==> src/design/cbm_pkg.sv <==
`timescale 1ns / 1ps
// Shared types and constants for the cartridge bus mapper.
// No dependencies.
package cbm_pkg;

    typedef enum logic [1:0] {
        REGION_NONE = 2'd0,
        REGION_ROM  = 2'd1,
        REGION_SRAM = 2'd2
    } t_region;

    typedef struct packed {
        t_region     region;
        logic [22:0] rom_index;
        logic        slow;
        logic        sram_en;
    } t_decode;

    localparam logic [1:0] CFG_ROM_LAYOUT      = 2'd0;
    localparam logic [1:0] CFG_SRAM_SIZE_CODE  = 2'd1;
    localparam logic [1:0] CFG_FAST_ROM_ENABLE = 2'd2;

    localparam int LAYOUT_HI_BIT = 0;
    localparam int LAYOUT_EX_BIT = 1;

    localparam logic [7:0]  BANK_WRAM_LO     = 8'h7E;
    localparam logic [7:0]  BANK_WRAM_HI     = 8'h7F;
    localparam logic [7:0]  BANK_SRAM_LO     = 8'h70;
    localparam logic [7:0]  BANK_SRAM_LO_END = 8'h7D;
    localparam logic [7:0]  BANK_SRAM_HI     = 8'hF0;
    localparam logic [7:0]  BANK_FAST        = 8'h80;
    localparam logic [7:0]  BANK_EX_SPLIT    = 8'hC0;
    localparam logic [7:0]  BANK_HI_WHOLE    = 8'hFE;
    localparam logic [6:0]  HI_WHOLE_LO      = 7'h40;
    localparam logic [6:0]  HI_WHOLE_END     = 7'h7D;
    localparam logic [6:0]  HI_SRAM_LO       = 7'h20;
    localparam logic [6:0]  HI_SRAM_END      = 7'h3F;
    localparam logic [15:0] OFFSET_ROM       = 16'h8000;
    localparam logic [15:0] OFFSET_HI_SRAM   = 16'h6000;
    localparam logic [22:0] EX_ROM_BASE      = 23'h400000;
    localparam logic [25:0] SRAM_UNIT        = 26'h800;

endpackage

==> src/design/cbm_decode.sv <==
`timescale 1ns / 1ps
// Address decoder: region, ROM index, save RAM index and timing for one access.
// Depends on cbm_pkg.
module cbm_decode #(
    parameter int SAVE_RAM_BYTES  = 524288,
    parameter int ROM_SPACE_BYTES = 8388608,
    localparam int SW = $clog2(SAVE_RAM_BYTES)
) (
    input  logic [1:0]       i_rom_layout,
    input  logic [3:0]       i_sram_size_code,
    input  logic             i_fast_rom_enable,
    input  logic [23:0]      i_address,
    output cbm_pkg::t_decode o_dec,
    output logic [SW-1:0]    o_sram_index
);
    import cbm_pkg::*;

    localparam logic [22:0] ROM_MASK   = 23'(ROM_SPACE_BYTES - 1);
    localparam logic [25:0] SAVE_LIMIT = 26'(SAVE_RAM_BYTES);

    logic [7:0]  bank;
    logic [15:0] offset;
    logic [6:0]  low_bank;
    logic        hi;
    logic        ex;
    logic        wram;
    logic        has_sram;
    logic        whole;
    logic        rom_hit;
    logic        sram_hit;
    logic [25:0] size_full;
    logic [25:0] size;
    logic [25:0] size_mask;
    logic [25:0] sram_raw;
    logic [25:0] sram_masked;
    logic [21:0] rom_base;
    logic [22:0] rom_full;
    t_region     region;

    always_comb begin
        bank      = i_address[23:16];
        offset    = i_address[15:0];
        low_bank  = bank[6:0];
        hi        = i_rom_layout[LAYOUT_HI_BIT];
        ex        = i_rom_layout[LAYOUT_EX_BIT];
        wram      = (bank == BANK_WRAM_LO) || (bank == BANK_WRAM_HI);
        has_sram  = (i_sram_size_code != 4'd0);
        size_full = SRAM_UNIT << (i_sram_size_code - 4'd1);
        size      = (size_full > SAVE_LIMIT) ? SAVE_LIMIT : size_full;
        size_mask = size - 26'd1;
        whole     = ((low_bank >= HI_WHOLE_LO) && (low_bank <= HI_WHOLE_END))
                    || (bank >= BANK_HI_WHOLE);

        if (hi) begin
            rom_hit  = whole || (offset >= OFFSET_ROM);
            sram_hit = has_sram && (low_bank >= HI_SRAM_LO) && (low_bank <= HI_SRAM_END)
                       && (offset >= OFFSET_HI_SRAM);
            rom_base = i_address[21:0];
            sram_raw = {8'd0, i_address[20:16], i_address[12:0]};
        end else begin
            rom_hit  = (offset >= OFFSET_ROM);
            sram_hit = has_sram && (((bank >= BANK_SRAM_LO) && (bank <= BANK_SRAM_LO_END))
                       || (bank >= BANK_SRAM_HI));
            rom_base = {i_address[22:16], i_address[14:0]};
            sram_raw = {3'd0, i_address[23:16], i_address[14:0]};
        end

        if (wram) begin
            region = REGION_NONE;
        end else if (rom_hit) begin
            region = REGION_ROM;
        end else if (sram_hit) begin
            region = REGION_SRAM;
        end else begin
            region = REGION_NONE;
        end

        rom_full = {1'b0, rom_base};
        if (ex && (bank < BANK_EX_SPLIT)) begin
            rom_full = rom_full | EX_ROM_BASE;
        end

        sram_masked = sram_raw & size_mask;

        o_dec.region    = region;
        o_dec.rom_index = (region == REGION_ROM) ? (rom_full & ROM_MASK) : 23'd0;
        o_dec.slow      = (region != REGION_NONE)
                          && !((bank >= BANK_FAST) && i_fast_rom_enable);
        o_dec.sram_en   = (region == REGION_SRAM) && (sram_masked < SAVE_LIMIT);
        o_sram_index    = sram_masked[SW-1:0];
    end

endmodule

==> config.mk <==
export PLATFORM = sky130hd
export DESIGN_NAME = cbm_decode
export DESIGN_NICKNAME = d
export VERILOG_FILES = /design/src/design/cbm_pkg.sv /design/src/design/cbm_decode.sv
export SDC_FILE = /design/constraint.sdc
export NUM_CORES = 1
export LEC_CHECK = 0
export ABC_CLOCK_PERIOD_IN_PS = 1350
export BUFFER_PORTS_ARGS = -buffer_cell sky130_fd_sc_hd__buf_4
export CORE_MARGIN = 2
export CORE_UTILIZATION = 36
export DETAILED_ROUTE_END_ITERATION = 10
export GPL_TIMING_DRIVEN = 0
export PLACE_DENSITY = 0.84
export SYNTH_ARGS = -nofsm -noshare
export SYNTH_HDL_FRONTEND = slang
export SYNTH_SLANG_ARGS = --single-unit
==> constraint.sdc <==
create_clock -name vclk -period 1.35
set_input_delay 0 -clock vclk [all_inputs]
set_output_delay 0 -clock vclk [all_outputs]
set_load 0.02 [all_outputs]
==> reports/qor.csv, run 1 <==
metric,value,unit
route.vias.total,994,
synth_top_cell_area_share,13.11,%
mappedNetlistArea,686.9,um2
drt.antenna.violating_nets,0,
detail_route.wirelength,2589,um
max-vdd-ir-drop,0.0002465,V
dr.pass1.iters,4,
sequential_cell_area,0,um2
yosysSeqAreaShare,0,%
min-delay-path-class,input port to output pin,
initialDrtViolationCount,14,
m1WireLength,976,um
cp-start-kind,input port,
timing_hold_violations_final,0,
chipHeight,47.68,um
drive_above_1_share,66.67,%
grt_pass1_wl,3429,um
gr_usage_total,20.23,%
layout-area-overhead-vs-synth,92.53,%
initial_antenna_violation_count,0,
min-delay-start,i_address[5],
total_power_density_per_cell_area,423.1,nW/um2
flops_and_latches,0,
stdcell_count,202,
max_freq,0.8015,GHz
grt_pass1_vias,789,
part_of_the_cycle_the_worst_path_needs,92.42,%
gp_congestion,0.7718,
netlist_instances,103,
worst-slew-pin-transition,0.4090,ns
worst-path-buf-inv,2,
min_path_cells,3,
cp_slowest_stage_delay,0.25,ns
worst_ep_arrival_time,1.25,ns
viasPerCell,4.921,
finish.net_count,211,
setup.worst_path.end_class,output pin,
routedWlPerCell,12.82,um
n_clock_buffer,0,
yosysTopAreaCell,sky130_fd_sc_hd__buf_4,
net_count_after_synthesis,135,
mostFrequentLayoutCell,sky130_fd_sc_hd__buf_4,
dpl.hpwl,2124,um
critPathKind,input port to output pin,
timing.critical_path.required,1.35,ns
synthesis.area_per_instance,6.669,um2
maxCapViolations,0,
highest_layer,met4,
placeableCoreArea,1764,um2
io_buffers,74,
crit_path_cell_trace,buf_2 -> nor2_4 -> nand3b_1 -> ha_4 -> nor3b_2 -> a31oi_1 -> o31a_1 -> buf_4,
antenna_cells,0,
synth_cell_type_count,33,
synth-warning-count,0,
max_slew_violation_count,0,
power.static_leakage,0.6828,nW
route.met3.wl,127,um
drc,0,
unrepaired_setup_endpoints_after_global_routing,no,
layout_setup_ws,0.1023,ns
crit_path_top_delay_cell,sky130_fd_sc_hd__o31a_1,
num_io_pins,77,
pre_cts_ws,-0.2165,ns
post-place-cells,202,
max_slew_margin,72.73,%
floorplan.initialDensity,38.94,%
min_period,1.248,ns
die_width,47.68,um
netlist_top_cells_area,"sky130_fd_sc_hd__buf_4, sky130_fd_sc_hd__and2_4, sky130_fd_sc_hd__nand2b_1",
worstHoldEndpoint,o_sram_index[5],
met2_wirelength,1464,um
placement_rows,15,
worstPathMaxFanout,10,
cpLargestDelayFamily,simple AND/OR/NAND/NOR gates,
run_status,completed,
setup_viol,0,
layout.cells.most_common_list,"sky130_fd_sc_hd__buf_4, sky130_fd_sc_hd__a21oi_1, sky130_fd_sc_hd__nand2b_1",
grt_start_max_net_pins,11,
fp.dieArea,2273,um2
grt_remaining_overflow,0,
==> report_power, final <==
group	internal (W)	total, W	leakage (nW)	switching (W)
clock network	0	0	0	0
registers	0	0	0	0
logic	0.000281	0.000560	0.683	0.000278
total	0.000281	0.000560	0.683	0.000278
==> how the worst max path moves through the flow <==
stage	from	end	slack (ns)	cells past startpoint
6_report	i_sram_size_code[2]	o_dec[0]	0.10	8
5_1_grt	i_sram_size_code[2]	o_dec[0]	0.0002	8
4_1_cts	i_sram_size_code[1]	o_dec[0]	0.002	9
3_5_place_dp	i_sram_size_code[1]	o_dec[0]	-0.22	10
3_3_place_gp	i_sram_size_code[1]	o_dec[0]	-0.18	10
2_1_floorplan	i_sram_size_code[2]	o_sram_index[17]	0.01	8
==> cell usage after synthesis, types with 2 or more instances <==
library cell,number
sky130_fd_sc_hd__a21oi_1,11
sky130_fd_sc_hd__a31oi_1,2
sky130_fd_sc_hd__a32oi_1,3
sky130_fd_sc_hd__and2_2,6
sky130_fd_sc_hd__and2_4,9
sky130_fd_sc_hd__and3_2,3
sky130_fd_sc_hd__buf_2,3
sky130_fd_sc_hd__buf_4,12
sky130_fd_sc_hd__buf_6,2
sky130_fd_sc_hd__clkbuf_1,2
sky130_fd_sc_hd__nand2_1,9
sky130_fd_sc_hd__nand2b_1,11
sky130_fd_sc_hd__nand3_1,2
sky130_fd_sc_hd__nand3b_1,2
sky130_fd_sc_hd__nand4_1,2
sky130_fd_sc_hd__nor2_1,5
sky130_fd_sc_hd__nor2b_1,2
sky130_fd_sc_hd__o21ai_0,2
==> logic make-up after synthesis <==
| group | after synthesis | synth area share, % |
|---|---|---|
| adder cells (fa/ha/maj) | 1 | 1.821 |
| AO/OA/AOI/OAI | 22 | 20.04 |
| buffers and inverters | 21 | 21.49 |
| AND/OR/NAND/NOR | 56 | 52.64 |
| multiplexers | 1 | 1.457 |
| XOR/XNOR | 2 | 2.551 |
==> layer usage <==
metal / GRT usage (%) / vias up
met3: 0 / 2
met4: 1.081 / 0
met1: 25.78 / 464
met2: 39.47 / 35
met5: 0 / -
li1: - / 493
==> per-stage QoR <==
step / hold WS [ns] / TNS, ns / area [um2] / total power [W] / util, %
after floorplan: 0.1126 / 0 / 686.9 / 0.0003031 / -
after global placement: 0.2895 / -0.3875 / 1274 / 0.0005338 / 72.20
after CTS: 0.2922 / 0 / 1297 / 0.0005509 / 73.55
final: 0.2914 / 0 / 1323 / 0.0005595 / 74.96
after detailed placement: 0.2920 / -0.4835 / 1274 / 0.0005421 / 72.20
after global routing: 0.3011 / 0 / 1323 / 0.0005969 / 74.96
==> layout make-up <==
cell class | instances | area, um2
Buffer | 17 | 128.9
Tap cell | 25 | 31.28
Multi-Input combinational cell | 82 | 579.3
Timing Repair Buffer | 76 | 570.5
Fill cell | 157 | 441.7
Inverter | 2 | 12.51
==> timing repair <==
| action | CTS | global route |
|---|---|---|
| setup buffers | 1 | 1 |
| hold buffers | 0 | 0 |
| setup endpoints to repair | 4 | 4 |
| cloned | 0 | 0 |
| gates resized for setup | 5 | 5 |
| pin swaps | 1 | 2 |
Power figures use the tool's default switching activity.
==> inputs of run 2 (changes only) <==
--- a/config.mk
+++ b/config.mk
@@ -7,8 +7,10 @@
 export LEC_CHECK = 0
 export ABC_CLOCK_PERIOD_IN_PS = 1350
 export BUFFER_PORTS_ARGS = -buffer_cell sky130_fd_sc_hd__buf_4
+export CELL_PAD_IN_SITES_DETAIL_PLACEMENT = 0
+export CELL_PAD_IN_SITES_GLOBAL_PLACEMENT = 1
 export CORE_MARGIN = 2
-export CORE_UTILIZATION = 36
+export CORE_UTILIZATION = 22
 export DETAILED_ROUTE_END_ITERATION = 10
 export GPL_TIMING_DRIVEN = 0
 export PLACE_DENSITY = 0.84
==> run 2 against run 1 <==
Against the previous run: final cell count up 4.5%; die area up 58%; fmax down 4.6%; routed wire length up 1.4%; non-clock buffer count up 1; sequential cell count unchanged; combinational power about the same; utilization down 30 points; critical endpoint unchanged; largest cell class unchanged.
==> reports/qor.csv, run 2 (same netlist as run 1, synthesis figures left out) <==
metric,value,unit,change
cp-start-kind,input port,,unchanged
initialDrtViolationCount,18,,was 14
run_status,completed,,unchanged
critPathKind,input port to output pin,,unchanged
fin_setup_tns,0,ns,unchanged
drt.antenna.violating_nets,0,,unchanged
flops_and_latches,0,,unchanged
detail_route.wirelength,2625,um,was 2589 um
part_of_the_cycle_the_worst_path_needs,96.87,%,was 92.42%
power.share.switching,49.76,%,was 49.74%
gp_congestion,0.7863,,was 0.7718
layout_setup_ws,0.04230,ns,was 0.1023 ns
setup.worst_path.end_class,output pin,,unchanged
worst-path-buf-inv,3,,was 2
place_area,1284,um2,was 1274 um2
max_slew_margin,76.05,%,was 72.73%
switching_power,0.0002787,W,was 0.0002783 W
postLayoutCoreUtil,44.54,%,was 74.96%
layout-area-overhead-vs-synth,94.72,%,was 92.53%
dpl.hpwl,2184,um,was 2124 um
placeableCoreArea,3003,um2,was 1764 um2
crit_path_top_delay_cell,sky130_fd_sc_hd__a31oi_1,,was sky130_fd_sc_hd__o31a_1
drive_above_1_share,66.85,%,was 66.67%
worstPathMaxFanout,10,,unchanged
routedWlPerCell,12.44,um,was 12.82 um
hold_slack,0.2904,ns,was 0.2914 ns
power_frac_clock,0,%,about the same
chipHeight,59.88,um,was 47.68 um
worst_ep_arrival_time,1.31,ns,was 1.25 ns
finished_cell_area,1338,um2,was 1323 um2
grt_pass1_vias,918,,was 789
worst-slew-pin-transition,0.3546,ns,was 0.4090 ns
num-fill-cells,314,,was 157
route.vias.total,975,,was 994
power.combinational.fraction,100.0,%,about the same
timing_hold_violations_final,0,,unchanged
power.static_leakage,0.6864,nW,was 0.6828 nW
io_buffers,74,,unchanged
floorplan.initialDensity,22.88,%,was 38.94%
finish.net_count,212,,was 211
gr_usage_total,13.45,%,was 20.23%
min-delay-path-class,input port to output pin,,unchanged
max_freq,0.7647,GHz,was 0.8015 GHz
p_seq_share,0,%,about the same
internal_power,0.0002814,W,was 0.0002812 W
maxCapViolations,0,,unchanged
cp_slowest_stage_delay,0.22,ns,was 0.25 ns
fp.dieArea,3585,um2,was 2273 um2
grt_remaining_overflow,0,,unchanged
placement_rows,20,,was 15
cp_common_cell,sky130_fd_sc_hd__buf_4,,
setup_viol,0,,unchanged
die_width,59.88,um,was 47.68 um
mostFrequentLayoutCell,sky130_fd_sc_hd__buf_4,,unchanged
grt_start_max_net_pins,12,,was 11
max-vdd-ir-drop,0.0001539,V,was 0.0002465 V
sequential_cell_area,0,um2,unchanged
n_clock_buffer,0,,unchanged
viasPerCell,4.621,,was 4.921
total_power_density_per_cell_area,418.8,nW/um2,was 423.1 nW/um2
max_slew_violation_count,0,,unchanged
antenna_cells,0,,unchanged
num_io_pins,77,,unchanged
grt_pass1_wl,3967,um,was 3429 um
pre_cts_ws,-0.2304,ns,was -0.2165 ns
multi_input_area,579.3,um2,unchanged
initial_antenna_violation_count,0,,unchanged
cpLargestDelayFamily,buffers and inverters,,was simple AND/OR/NAND/NOR gates
timing.critical_path.required,1.35,ns,about the same
min_period,1.308,ns,was 1.248 ns
crit_path_cell_trace,buf_2 -> nor2_4 -> nand3b_1 -> ha_4 -> buf_4 -> a31oi_1 -> o31a_1 -> buf_4,,was buf_2 -> nor2_4 -> nand3b_1 -> ha_4 -> nor3b_2 -> a31oi_1 -> o31a_1 -> buf_4
layout.cells.most_common_list,"sky130_fd_sc_hd__buf_4, sky130_fd_sc_hd__a21oi_1, sky130_fd_sc_hd__nand2b_1",,unchanged
drc,0,,unchanged
dr.pass1.iters,4,,unchanged
run 2: cell types whose count changed in the layout (fill, tap and decap cells not counted):
cell                       change
sky130_fd_sc_hd__buf_2         +1
sky130_fd_sc_hd__buf_4         +1
sky130_fd_sc_hd__clkbuf_4      -1
run 2: metal layers:
metal  part of all wire, %  global-route usage [%]  vias up
met2                    52                   22.98       42
met1                    41                   19.56      435
met4                     0                       0        0
met3                   6.7                  0.8658        0
met5                     0                       0        -
li1                      -                       -      498
run 2: stage by stage:
stage          std cells  power (W)
6_report             211  0.0005602
3_5_place_dp         210  0.0005446
2_1_floorplan        103  0.0003031
5_1_grt              211  0.0005997
3_3_place_gp         210  0.0005403
4_1_cts              209  0.0005537
run 2: tightest hold or removal path: cells and delay by family:
kind	cells	cell delay [ns]
buffers and inverters	3	0.29
run 2: path summary, 6_finish.rpt:
check | depth (start not counted) | slack (ns) | start | end
setup / recovery | 8 | 0.04 | i_sram_size_code[2] | o_dec[0]
hold / removal | 3 | 0.29 | i_address[2] | o_sram_index[2]
run 2: power groups by stage:
stage	Clock (W)	Sequential, W	Combinational (W)
2_1_floorplan	0	0	0.000303
3_3_place_gp	0	0	0.000540
3_5_place_dp	0	0	0.000545
4_1_cts	0	0	0.000554
5_1_grt	0	0	0.000600
6_report	0	0	0.000560
run 2: layout make-up:
cell class | count | share of cell area (%)
Buffer | 17 | 9.448
Tap cell | 33 | 3.087
Inverter | 2 | 0.9355
Multi-Input combinational cell | 82 | 43.31
Timing Repair Buffer | 77 | 43.22
run 2: repair_timing:
| item | CTS | global route |
|---|---|---|
| hold buffers | 0 | 0 |
| setup buffers | 1 | 2 |
| endpoints found under the setup margin | 4 | 2 |
| pin swaps | 1 | 2 |
| gates resized for setup | 6 | 3 |
